**config.mk**
```make
export PLATFORM = sky130hd
export DESIGN_NAME = midpoint_ellipse_rasterizer
export DESIGN_NICKNAME = d
export VERILOG_FILES = /design/src/rtl/mer_pkg.sv /design/src/rtl/mer_mul.sv /design/src/rtl/mer_core.sv /design/src/rtl/midpoint_ellipse_rasterizer.sv
export SDC_FILE = /design/constraint.sdc
export NUM_CORES = 2
export LEC_CHECK = 0
export BUFFER_PORTS_ARGS = -buffer_cell sky130_fd_sc_hd__buf_2
export CAP_MARGIN = 15
export CORE_ASPECT_RATIO = 1.25
export CORE_MARGIN = 3
export CORE_UTILIZATION = 30
export DETAILED_ROUTE_END_ITERATION = 10
export GPL_TIMING_DRIVEN = 0
export PLACE_DENSITY = 0.46
export SLEW_MARGIN = 20
export SYNTH_ARGS = -nofsm -noshare
export SYNTH_HDL_FRONTEND = slang
export SYNTH_SLANG_ARGS = --single-unit
```
**constraint.sdc**
```tcl
create_clock -name clk -period 21.3 [get_ports clk]
set_input_delay 1.065 -clock clk [delete_from_list [all_inputs] [get_ports clk]]
set_output_delay 1.065 -clock clk [all_outputs]
set_load 0.01 [all_outputs]
```
**src/rtl/mer_pkg.sv**
```systemverilog
// ----------------------------------------------------------------------------
// Midpoint ellipse rasterizer package
// Shared types and command codes for the rasterizer core and top level.
// ----------------------------------------------------------------------------
package mer_pkg;

	// Command codes of an input beat
	localparam logic CMD_START = 1'b0;
	localparam logic CMD_STEP  = 1'b1;

	// Status from the core to the top level
	typedef struct packed {
		logic idle;       // core takes a new beat
		logic res_valid;  // a finished result waits
		logic pix_valid;  // the result carries points
		logic last;       // final point set of the ellipse
	} mer_stat_t;

endpackage

```
**src/rtl/mer_mul.sv**
```systemverilog
// ----------------------------------------------------------------------------
// Shared multiplier
// Unsigned wide-by-narrow multiply with a registered product, truncated
// to the decision width.
// ----------------------------------------------------------------------------
module mer_mul #(
	parameter int MA = 33,
	parameter int MB = 13,
	parameter int DW = 48
) (
	input  logic          clk,
	input  logic [MA-1:0] op_a,
	input  logic [MB-1:0] op_b,
	output logic [DW-1:0] prod_q
);

	localparam int PW = (MA + MB > DW) ? MA + MB : DW;

	logic [PW-1:0] full;

	// Multiply at full width
	assign full = PW'(op_a) * PW'(op_b);

	// Register the product
	always_ff @(posedge clk) begin
		prod_q <= full[DW-1:0];
	end

endmodule

```
**src/rtl/mer_core.sv**
```systemverilog
// ----------------------------------------------------------------------------
// Rasterizer core
// Sequencer and decision datapath of the midpoint ellipse walk. Every
// product goes through one shared registered multiplier.
// ----------------------------------------------------------------------------
module mer_core
	import mer_pkg::*;
#(
	parameter int COORD_BITS = 11,
	parameter int AXIS_BITS  = 10
) (
	input  logic                  clk,
	input  logic                  arst_n,
	input  logic                  start,
	input  logic                  cmd,
	input  logic [COORD_BITS-1:0] cx_in,
	input  logic [COORD_BITS-1:0] cy_in,
	input  logic [AXIS_BITS-1:0]  a_in,
	input  logic [AXIS_BITS-1:0]  b_in,
	input  logic                  res_ready,
	output mer_stat_t             stat,
	output logic [COORD_BITS-1:0] cx,
	output logic [COORD_BITS-1:0] cy,
	output logic [AXIS_BITS:0]    xo,
	output logic [AXIS_BITS-1:0]  yo
);

	localparam int YW = AXIS_BITS;
	localparam int XW = AXIS_BITS + 1;
	localparam int SQ = 2 * AXIS_BITS;
	localparam int MA = 3 * AXIS_BITS + 3;
	localparam int MB = AXIS_BITS + 3;
	localparam int DW = (4 * AXIS_BITS + 8 > 64) ? 64 : 4 * AXIS_BITS + 8;

	// Sequencer states
	localparam logic [4:0] S_IDLE = 5'd0;
	localparam logic [4:0] S_SA   = 5'd1;
	localparam logic [4:0] S_SB   = 5'd2;
	localparam logic [4:0] S_SC   = 5'd3;
	localparam logic [4:0] S_SD   = 5'd4;
	localparam logic [4:0] S_TA   = 5'd5;
	localparam logic [4:0] S_TB   = 5'd6;
	localparam logic [4:0] S_TC   = 5'd7;
	localparam logic [4:0] S_R1A  = 5'd8;
	localparam logic [4:0] S_R1B  = 5'd9;
	localparam logic [4:0] S_R1C  = 5'd10;
	localparam logic [4:0] S_EA   = 5'd11;
	localparam logic [4:0] S_EB   = 5'd12;
	localparam logic [4:0] S_EC   = 5'd13;
	localparam logic [4:0] S_ED   = 5'd14;
	localparam logic [4:0] S_EE   = 5'd15;
	localparam logic [4:0] S_R2A  = 5'd16;
	localparam logic [4:0] S_R2B  = 5'd17;
	localparam logic [4:0] S_R2C  = 5'd18;
	localparam logic [4:0] S_DONE = 5'd19;

	logic [4:0]            state_q;
	logic                  busy_q;
	logic                  r2_q;
	logic                  pv_q;
	logic [COORD_BITS-1:0] cx_q;
	logic [COORD_BITS-1:0] cy_q;
	logic [YW-1:0]         a_q;
	logic [YW-1:0]         b_q;
	logic [SQ-1:0]         a2_q;
	logic [SQ-1:0]         b2_q;
	logic [XW-1:0]         x_q;
	logic [YW-1:0]         y_q;
	logic [DW-1:0]         d_q;
	logic [DW-1:0]         t_q;

	logic [MA-1:0] op_a;
	logic [MB-1:0] op_b;
	logic [DW-1:0] p;
	logic [YW-1:0] ym1;
	logic [YW-1:0] b_m_ym1;
	logic [YW:0]   b_p_ym1;
	logic [MB-1:0] tx;
	logic [DW-1:0] a2x4;
	logic          d_pos;

	// Shared multiplier
	mer_mul #(
		.MA(MA),
		.MB(MB),
		.DW(DW)
	) u_mul (
		.clk   (clk),
		.op_a  (op_a),
		.op_b  (op_b),
		.prod_q(p)
	);

	assign ym1     = y_q - YW'(1);
	assign b_m_ym1 = b_q - ym1;
	assign b_p_ym1 = (YW+1)'(b_q) + (YW+1)'(ym1);
	assign tx      = MB'({x_q, 1'b1});
	assign a2x4    = DW'(a2_q) << 2;
	assign d_pos   = !d_q[DW-1] && (d_q != '0);

	// Select multiplier operands by step
	always_comb begin
		op_a = '0;
		op_b = '0;
		case (state_q)
			S_SA: begin
				op_a = MA'(a_q);
				op_b = MB'(a_q);
			end
			S_SB: begin
				op_a = MA'(b_q);
				op_b = MB'(b_q);
			end
			S_SC: begin
				op_a = MA'(a2_q);
				op_b = MB'(b_q);
			end
			S_TA: begin
				op_a = MA'(b2_q);
				op_b = MB'(x_q);
			end
			S_TB: begin
				op_a = MA'(a2_q);
				op_b = MB'(y_q);
			end
			S_R1A: begin
				op_a = MA'(b2_q);
				op_b = tx + MB'(2);
			end
			S_R1B, S_R2A: begin
				op_a = MA'(a2_q);
				op_b = MB'(ym1);
			end
			S_EA: begin
				op_a = MA'(b2_q);
				op_b = tx;
			end
			S_EB: begin
				op_a = MA'(p);
				op_b = tx;
			end
			S_EC: begin
				op_a = MA'(a2_q);
				op_b = MB'(b_m_ym1);
			end
			S_ED: begin
				op_a = MA'(p);
				op_b = MB'(b_p_ym1);
			end
			S_R2B: begin
				op_a = MA'(b2_q);
				op_b = MB'(x_q) + MB'(1);
			end
			default: begin
				op_a = '0;
				op_b = '0;
			end
		endcase
	end

	// Sequence control
	always_ff @(posedge clk or negedge arst_n) begin
		if (!arst_n) begin
			state_q <= S_IDLE;
			busy_q  <= 1'b0;
			r2_q    <= 1'b0;
			pv_q    <= 1'b0;
		end else begin
			case (state_q)
				S_IDLE: begin
					if (start) begin
						if (cmd == CMD_START) begin
							state_q <= S_SA;
							r2_q    <= 1'b0;
						end else if (!busy_q) begin
							state_q <= S_DONE;
							pv_q    <= 1'b0;
						end else if (r2_q) begin
							state_q <= S_R2A;
						end else begin
							state_q <= S_TA;
						end
					end
				end
				S_SA:  state_q <= S_SB;
				S_SB:  state_q <= S_SC;
				S_SC:  state_q <= S_SD;
				S_SD: begin
					state_q <= S_DONE;
					pv_q    <= 1'b1;
				end
				S_TA:  state_q <= S_TB;
				S_TB:  state_q <= S_TC;
				S_TC:  state_q <= (t_q < p) ? S_R1A : S_EA;
				S_R1A: state_q <= S_R1B;
				S_R1B: begin
					if (d_q[DW-1]) begin
						state_q <= S_DONE;
						pv_q    <= 1'b1;
					end else begin
						state_q <= S_R1C;
					end
				end
				S_R1C: begin
					state_q <= S_DONE;
					pv_q    <= 1'b1;
				end
				S_EA:  state_q <= S_EB;
				S_EB:  state_q <= S_EC;
				S_EC:  state_q <= S_ED;
				S_ED:  state_q <= S_EE;
				S_EE: begin
					state_q <= S_R2A;
					r2_q    <= 1'b1;
				end
				S_R2A: state_q <= S_R2B;
				S_R2B: state_q <= S_R2C;
				S_R2C: begin
					state_q <= S_DONE;
					pv_q    <= 1'b1;
				end
				S_DONE: begin
					// Hold until the output register takes the beat
					if (res_ready) begin
						state_q <= S_IDLE;
						if (pv_q) begin
							busy_q <= (y_q != '0);
						end
					end
				end
				default: state_q <= S_IDLE;
			endcase
		end
	end

	// Decision datapath
	always_ff @(posedge clk) begin
		case (state_q)
			S_IDLE: begin
				if (start && cmd == CMD_START) begin
					cx_q <= cx_in;
					cy_q <= cy_in;
					a_q  <= a_in;
					b_q  <= b_in;
				end
			end
			S_SB: a2_q <= p[SQ-1:0];
			S_SC: b2_q <= p[SQ-1:0];
			S_SD: begin
				d_q <= (DW'(b2_q) << 2) - (p << 2) + DW'(a2_q);
				x_q <= '0;
				y_q <= b_q;
			end
			S_TB: t_q <= p;
			S_R1B: begin
				if (d_q[DW-1]) begin
					d_q <= d_q + (p << 2);
					x_q <= x_q + XW'(1);
				end else begin
					t_q <= p;
				end
			end
			S_R1C: begin
				d_q <= d_q + (t_q << 2) - (p << 3);
				x_q <= x_q + XW'(1);
				y_q <= ym1;
			end
			S_EC: t_q <= p;
			S_EE: d_q <= t_q - (p << 2);
			S_R2B: t_q <= p;
			S_R2C: begin
				if (d_pos) begin
					d_q <= d_q + a2x4 - (t_q << 3);
				end else begin
					d_q <= d_q + (p << 3) + a2x4 - (t_q << 3);
					x_q <= x_q + XW'(1);
				end
				y_q <= ym1;
			end
			default: begin
			end
		endcase
	end

	// Status toward the top level
	assign stat.idle      = (state_q == S_IDLE);
	assign stat.res_valid = (state_q == S_DONE);
	assign stat.pix_valid = pv_q;
	assign stat.last      = pv_q && (y_q == '0);

	assign cx = cx_q;
	assign cy = cy_q;
	assign xo = x_q;
	assign yo = y_q;

endmodule

```
**src/rtl/midpoint_ellipse_rasterizer.sv**
```systemverilog
// ----------------------------------------------------------------------------
// Midpoint ellipse rasterizer
// Emits the four symmetric points of each midpoint step of an ellipse.
// ----------------------------------------------------------------------------
// A start beat (cmd 0) loads center and semi-axes and returns the points of
// offset (0, b); each step beat (cmd 1) advances the decision one step and
// returns the next four points, with last set on the set where y reaches 0.
// A step while no ellipse runs returns an all-zero result. One beat is taken
// at a time, and the products each beat needs go one after another through
// a single registered multiplier. A finished result sits in an output
// register, so the next beat is taken while it waits downstream.
module midpoint_ellipse_rasterizer
	import mer_pkg::*;
#(
	parameter int COORD_BITS = 11,
	parameter int AXIS_BITS  = 10
) (
	input  logic                         clk,
	input  logic                         arst_n,
	input  logic                         cfg_we,
	input  logic [3:0]                   cfg_wdata,
	input  logic                         req_valid,
	output logic                         req_stall,
	input  logic                         cmd,
	input  logic [COORD_BITS-1:0]        center_x,
	input  logic [COORD_BITS-1:0]        center_y,
	input  logic [AXIS_BITS-1:0]         semi_x,
	input  logic [AXIS_BITS-1:0]         semi_y,
	output logic                         rsp_valid,
	input  logic                         rsp_stall,
	output logic                         pixel_valid,
	output logic signed [COORD_BITS+1:0] x_plus,
	output logic signed [COORD_BITS+1:0] x_minus,
	output logic signed [COORD_BITS+1:0] y_plus,
	output logic signed [COORD_BITS+1:0] y_minus,
	output logic [3:0]                   color,
	output logic                         last
);

	localparam int OW = COORD_BITS + 2;
	localparam int SW = (OW > AXIS_BITS + 2) ? OW : AXIS_BITS + 2;
	localparam logic [3:0] COLOR_RST = 4'd2;

	mer_stat_t             stat;
	logic [COORD_BITS-1:0] cx;
	logic [COORD_BITS-1:0] cy;
	logic [AXIS_BITS:0]    xo;
	logic [AXIS_BITS-1:0]  yo;
	logic                  res_ready;
	logic                  take;
	logic [3:0]            color_q;
	logic                  rsp_valid_q;
	logic [SW-1:0]         xp;
	logic [SW-1:0]         xm;
	logic [SW-1:0]         yp;
	logic [SW-1:0]         ym;

	mer_core #(
		.COORD_BITS(COORD_BITS),
		.AXIS_BITS (AXIS_BITS)
	) u_core (
		.clk      (clk),
		.arst_n   (arst_n),
		.start    (req_valid && !req_stall),
		.cmd      (cmd),
		.cx_in    (center_x),
		.cy_in    (center_y),
		.a_in     (semi_x),
		.b_in     (semi_y),
		.res_ready(res_ready),
		.stat     (stat),
		.cx       (cx),
		.cy       (cy),
		.xo       (xo),
		.yo       (yo)
	);

	assign req_stall = !stat.idle;
	assign res_ready = !rsp_valid_q || !rsp_stall;
	assign take      = stat.res_valid && res_ready;

	// Form the four symmetric coordinates
	assign xp = SW'(cx) + SW'(xo);
	assign xm = SW'(cx) - SW'(xo);
	assign yp = SW'(cy) + SW'(yo);
	assign ym = SW'(cy) - SW'(yo);

	// Hold the color register
	always_ff @(posedge clk or negedge arst_n) begin
		if (!arst_n) begin
			color_q <= COLOR_RST;
		end else if (cfg_we) begin
			color_q <= cfg_wdata;
		end
	end

	// Track the output beat
	always_ff @(posedge clk or negedge arst_n) begin
		if (!arst_n) begin
			rsp_valid_q <= 1'b0;
		end else if (take) begin
			rsp_valid_q <= 1'b1;
		end else if (!rsp_stall) begin
			rsp_valid_q <= 1'b0;
		end
	end

	// Load the output payload
	always_ff @(posedge clk) begin
		if (take) begin
			pixel_valid <= stat.pix_valid;
			last        <= stat.last;
			if (stat.pix_valid) begin
				x_plus  <= xp[OW-1:0];
				x_minus <= xm[OW-1:0];
				y_plus  <= yp[OW-1:0];
				y_minus <= ym[OW-1:0];
				color   <= color_q;
			end else begin
				x_plus  <= '0;
				x_minus <= '0;
				y_plus  <= '0;
				y_minus <= '0;
				color   <= '0;
			end
		end
	end

	assign rsp_valid = rsp_valid_q;

endmodule
```
==> summary.txt <==
Yosys
  – Synth top area cells: fa_1 21%, edfxtp_1 16%, ha_1 13%, inv_1 7.2%, nand2_1 4.6%
  – Post-synthesis compound-gate area fraction: 0.182
  – Most used DFF post-synth: edfxtp_1
  – Post-Synth Simple-Gate Area: 0.149
  – Post-synthesis xor/xnor area fraction: 0.0594
  – Area leader, netlist: fa_1
  – Post-synthesis mux area share: 0.00393
  – Avg Inst Size Synth: 8.53 um^2
  – Mapped cell area: 48,100 um^2
  – Async S/R FF share, synth: 0.0422
  – Flops & latches, synth: 308
  – Synthesized instance count: 5,637
  – Synthesized-area fraction occupied by adder cells: 0.336
  – Synth unique cells: 90
  – Yosys top cell area share: 0.206
  – Register area share after synthesis: 0.182
  – Combinational family with the most area after synthesis: adder cells
  – EDFF count, synth: 249
  – Ys Warns: 0

Drt
  – WL final: 191,000 um
  – Via count: 41,900
  – Drt pass-1 iters: 6
  – 1st-iter DRT viols: 3,061
  – Routed Antenna Nets: 0
  – Drt wl/cell: 24.1 um
  – Drt drc: 0
  – DR vias/cell: 5.28

Worst setup path
  – Data required, critical path: 21.74 ns
  – CP Launch Type: flop
  – Setup Crit Path Kind: reg2reg
  – Critical R2R Launch: u_core.yo[1]
  – Max stage delay on crit path: 0.79 ns
  – Setup crit end kind: flop
  – CP Launch Point: u_core.yo[1]
  – Crit path max fanout: 10
  – Slowest-stage cell, CP: o21ai_1
  – WP data arrival: 11.93 ns

Placed design
  – RD Place Congestion: 0.947
  – Hpwl dp: 161,000 um
  – Port Buffers: 109
  – Placed cell area: 51,700 um^2

Finish
  – Final #Nets: 6,873
  – Area of the multi-input gates: 35,300 um^2
  – Util after Layout: 0.335
  – Most common cell after layout, fill and taps aside: inv_1
  – Post-layout instance area: 53,100 um^2
  – Area growth syn-to-layout: 10.5%
  – Fillers: 16,800
  – N_diodes: 0
  – Layout cell share with drive strength beyond 1: 0.0490
  – Seq. cell area: 8720 um^2
  – Most frequent cells in the layout: 919 x inv_1, 588 x nand2_1, 499 x ha_1

Worst hold path
  – Hold Crit Class: in2async

Clock tree
  – Htree depth: 2
  – CTS clock-pin slew for the worst setup and hold paths: 0.06 ns
  – CTS Buffer Depth: 3
  – Number of buffers created by CTS: 43
  – Clock root cell: clkbuf_16
  – Worst skew pair latency: 0.65 ns
  – Cts repair resizes: 0
  – Postcts setup bufs: 0
  – CTS tree: built
  – Post-CTS Hold Fix Bufs: 0
  – Clock Sinks: 308

Timing
  – Tmin final: 11.49 ns
  – Final hold slack: 0.343 ns
  – Final hold vios: 0
  – Worst-Margin Slew: 1.22 ns
  – Final setup viols: 0
  – Rel. slew slack: 0.184
  – F_max: 0.0870 GHz
  – Setup TNS: 0 ns
  – Tcrit/Tclk final: 0.540
  – Clock Skew: 0.0366 ns
  – RSZ-0062 raised after global routing: false
  – Max Slew Vio Count: 0

Die
  – Chip height: 453 um
  – Num ports: 112
  – Die X-Extent: 364 um
  – DIE AREA: 165,000 um^2
  – Initial Util: 0.303
  – Rows: 163
  – Core area: 158,000 um^2

Global route
  – First-pass GRT wire length: 282,000 um
  – Total GRT Usage: 0.229
  – Vias in the first global route: 43,700
  – Initial antenna violation count: 8
  – Largest net degree at the start of global routing: 28
  – Total grt overflow: 0

Outcome
  – Status: completed

Flow run
  – Max cap viols: 0
[final timing paths]
path,endpoint,slack (ns),cells after the start
max,u_core.u_mul.prod_q[40],9.81,36
min,color_q[2],0.34,1
max reg2reg,u_core.u_mul.prod_q[40],9.81,36
min reg2reg,pixel_valid,0.45,0
max in group asynchronous,color_q[1],20.66,1
min in group clk,pixel_valid,0.45,0
[routing by layer]
metal | global-route usage | part of all wire | vias to the layer above | wire, um
met5 | 0 | 0.000068 | - | 13
li1 | - | - | 19500 | -
met4 | 0.104 | 0.053 | 2 | 10100
met3 | 0.0225 | 0.044 | 322 | 8460
met2 | 0.406 | 0.49 | 1208 | 94300
met1 | 0.280 | 0.41 | 20900 | 78000
[state kept, by name (all words and copies together), names as in the netlist, 12 cells and up]
signal,flops
u_core.a2_q,20
u_core.b2_q,20
x_plus,12
u_core.u_mul.prod_q,46
u_core.t_q,46
u_core.d_q,48
y_plus,12
[worst max-delay path: cells and delay by family (launching register included)]
kind / cells / cell delay (ns)
compound gates: 13 / 4.29
xor+xnor: 3 / 1.16
fa+ha+maj: 8 / 3.44
buf+inv: 6 / 1.11
flops: 1 / 0.54
simple gates: 6 / 0.71
[cell usage after synthesis (all sizes together) (44+ instances only)]
library cell  count
o211ai           54
xor2            109
nor2b            70
nor2            305
o21a             44
o21ai           255
nand2b           74
o21bai           62
nand2           588
inv             919
a21oi           394
a21o            170
a22oi            50
edfxtp          249
clkbuf          186
fa              494
nor3             77
dfxtp            46
nand3           102
and2             91
nand4            69
ha              499
xnor2           217
[logic make-up after synthesis]
kind of cell / after synthesis
AO/OA/AOI/OAI: 1349
XOR/XNOR: 326
adder cells (fa/ha/maj): 993
buffers and inverters: 1122
flip-flops: 308
multiplexers: 18
other: 2
AND/OR/NAND/NOR: 1519
[layout make-up]
class | count | share of cell area
Sequential cell | 308 | 0.164
Tap cell | 2062 | 0.0486
Clock inverter | 30 | 0.00610
Timing Repair Buffer | 133 | 0.0161
Inverter | 919 | 0.0649
Multi-Input combinational cell | 4220 | 0.664
Buffer | 203 | 0.0153
Clock buffer | 49 | 0.0209
[per-stage QoR]
| stage | std cells | worst slack [ns] |
|---|---|---|
| CTS | 7924 | 9.74 |
| detailed placement | 7845 | 9.81 |
| finish | 7924 | 9.81 |
| floorplan | 5650 | 13.11 |
| global placement | 7821 | 9.78 |
| global route | 7924 | 9.34 |
Power is left out: the tool's default activity adds up to more than one toggle a clock period on the data nets, which glitch-free logic cannot reach.
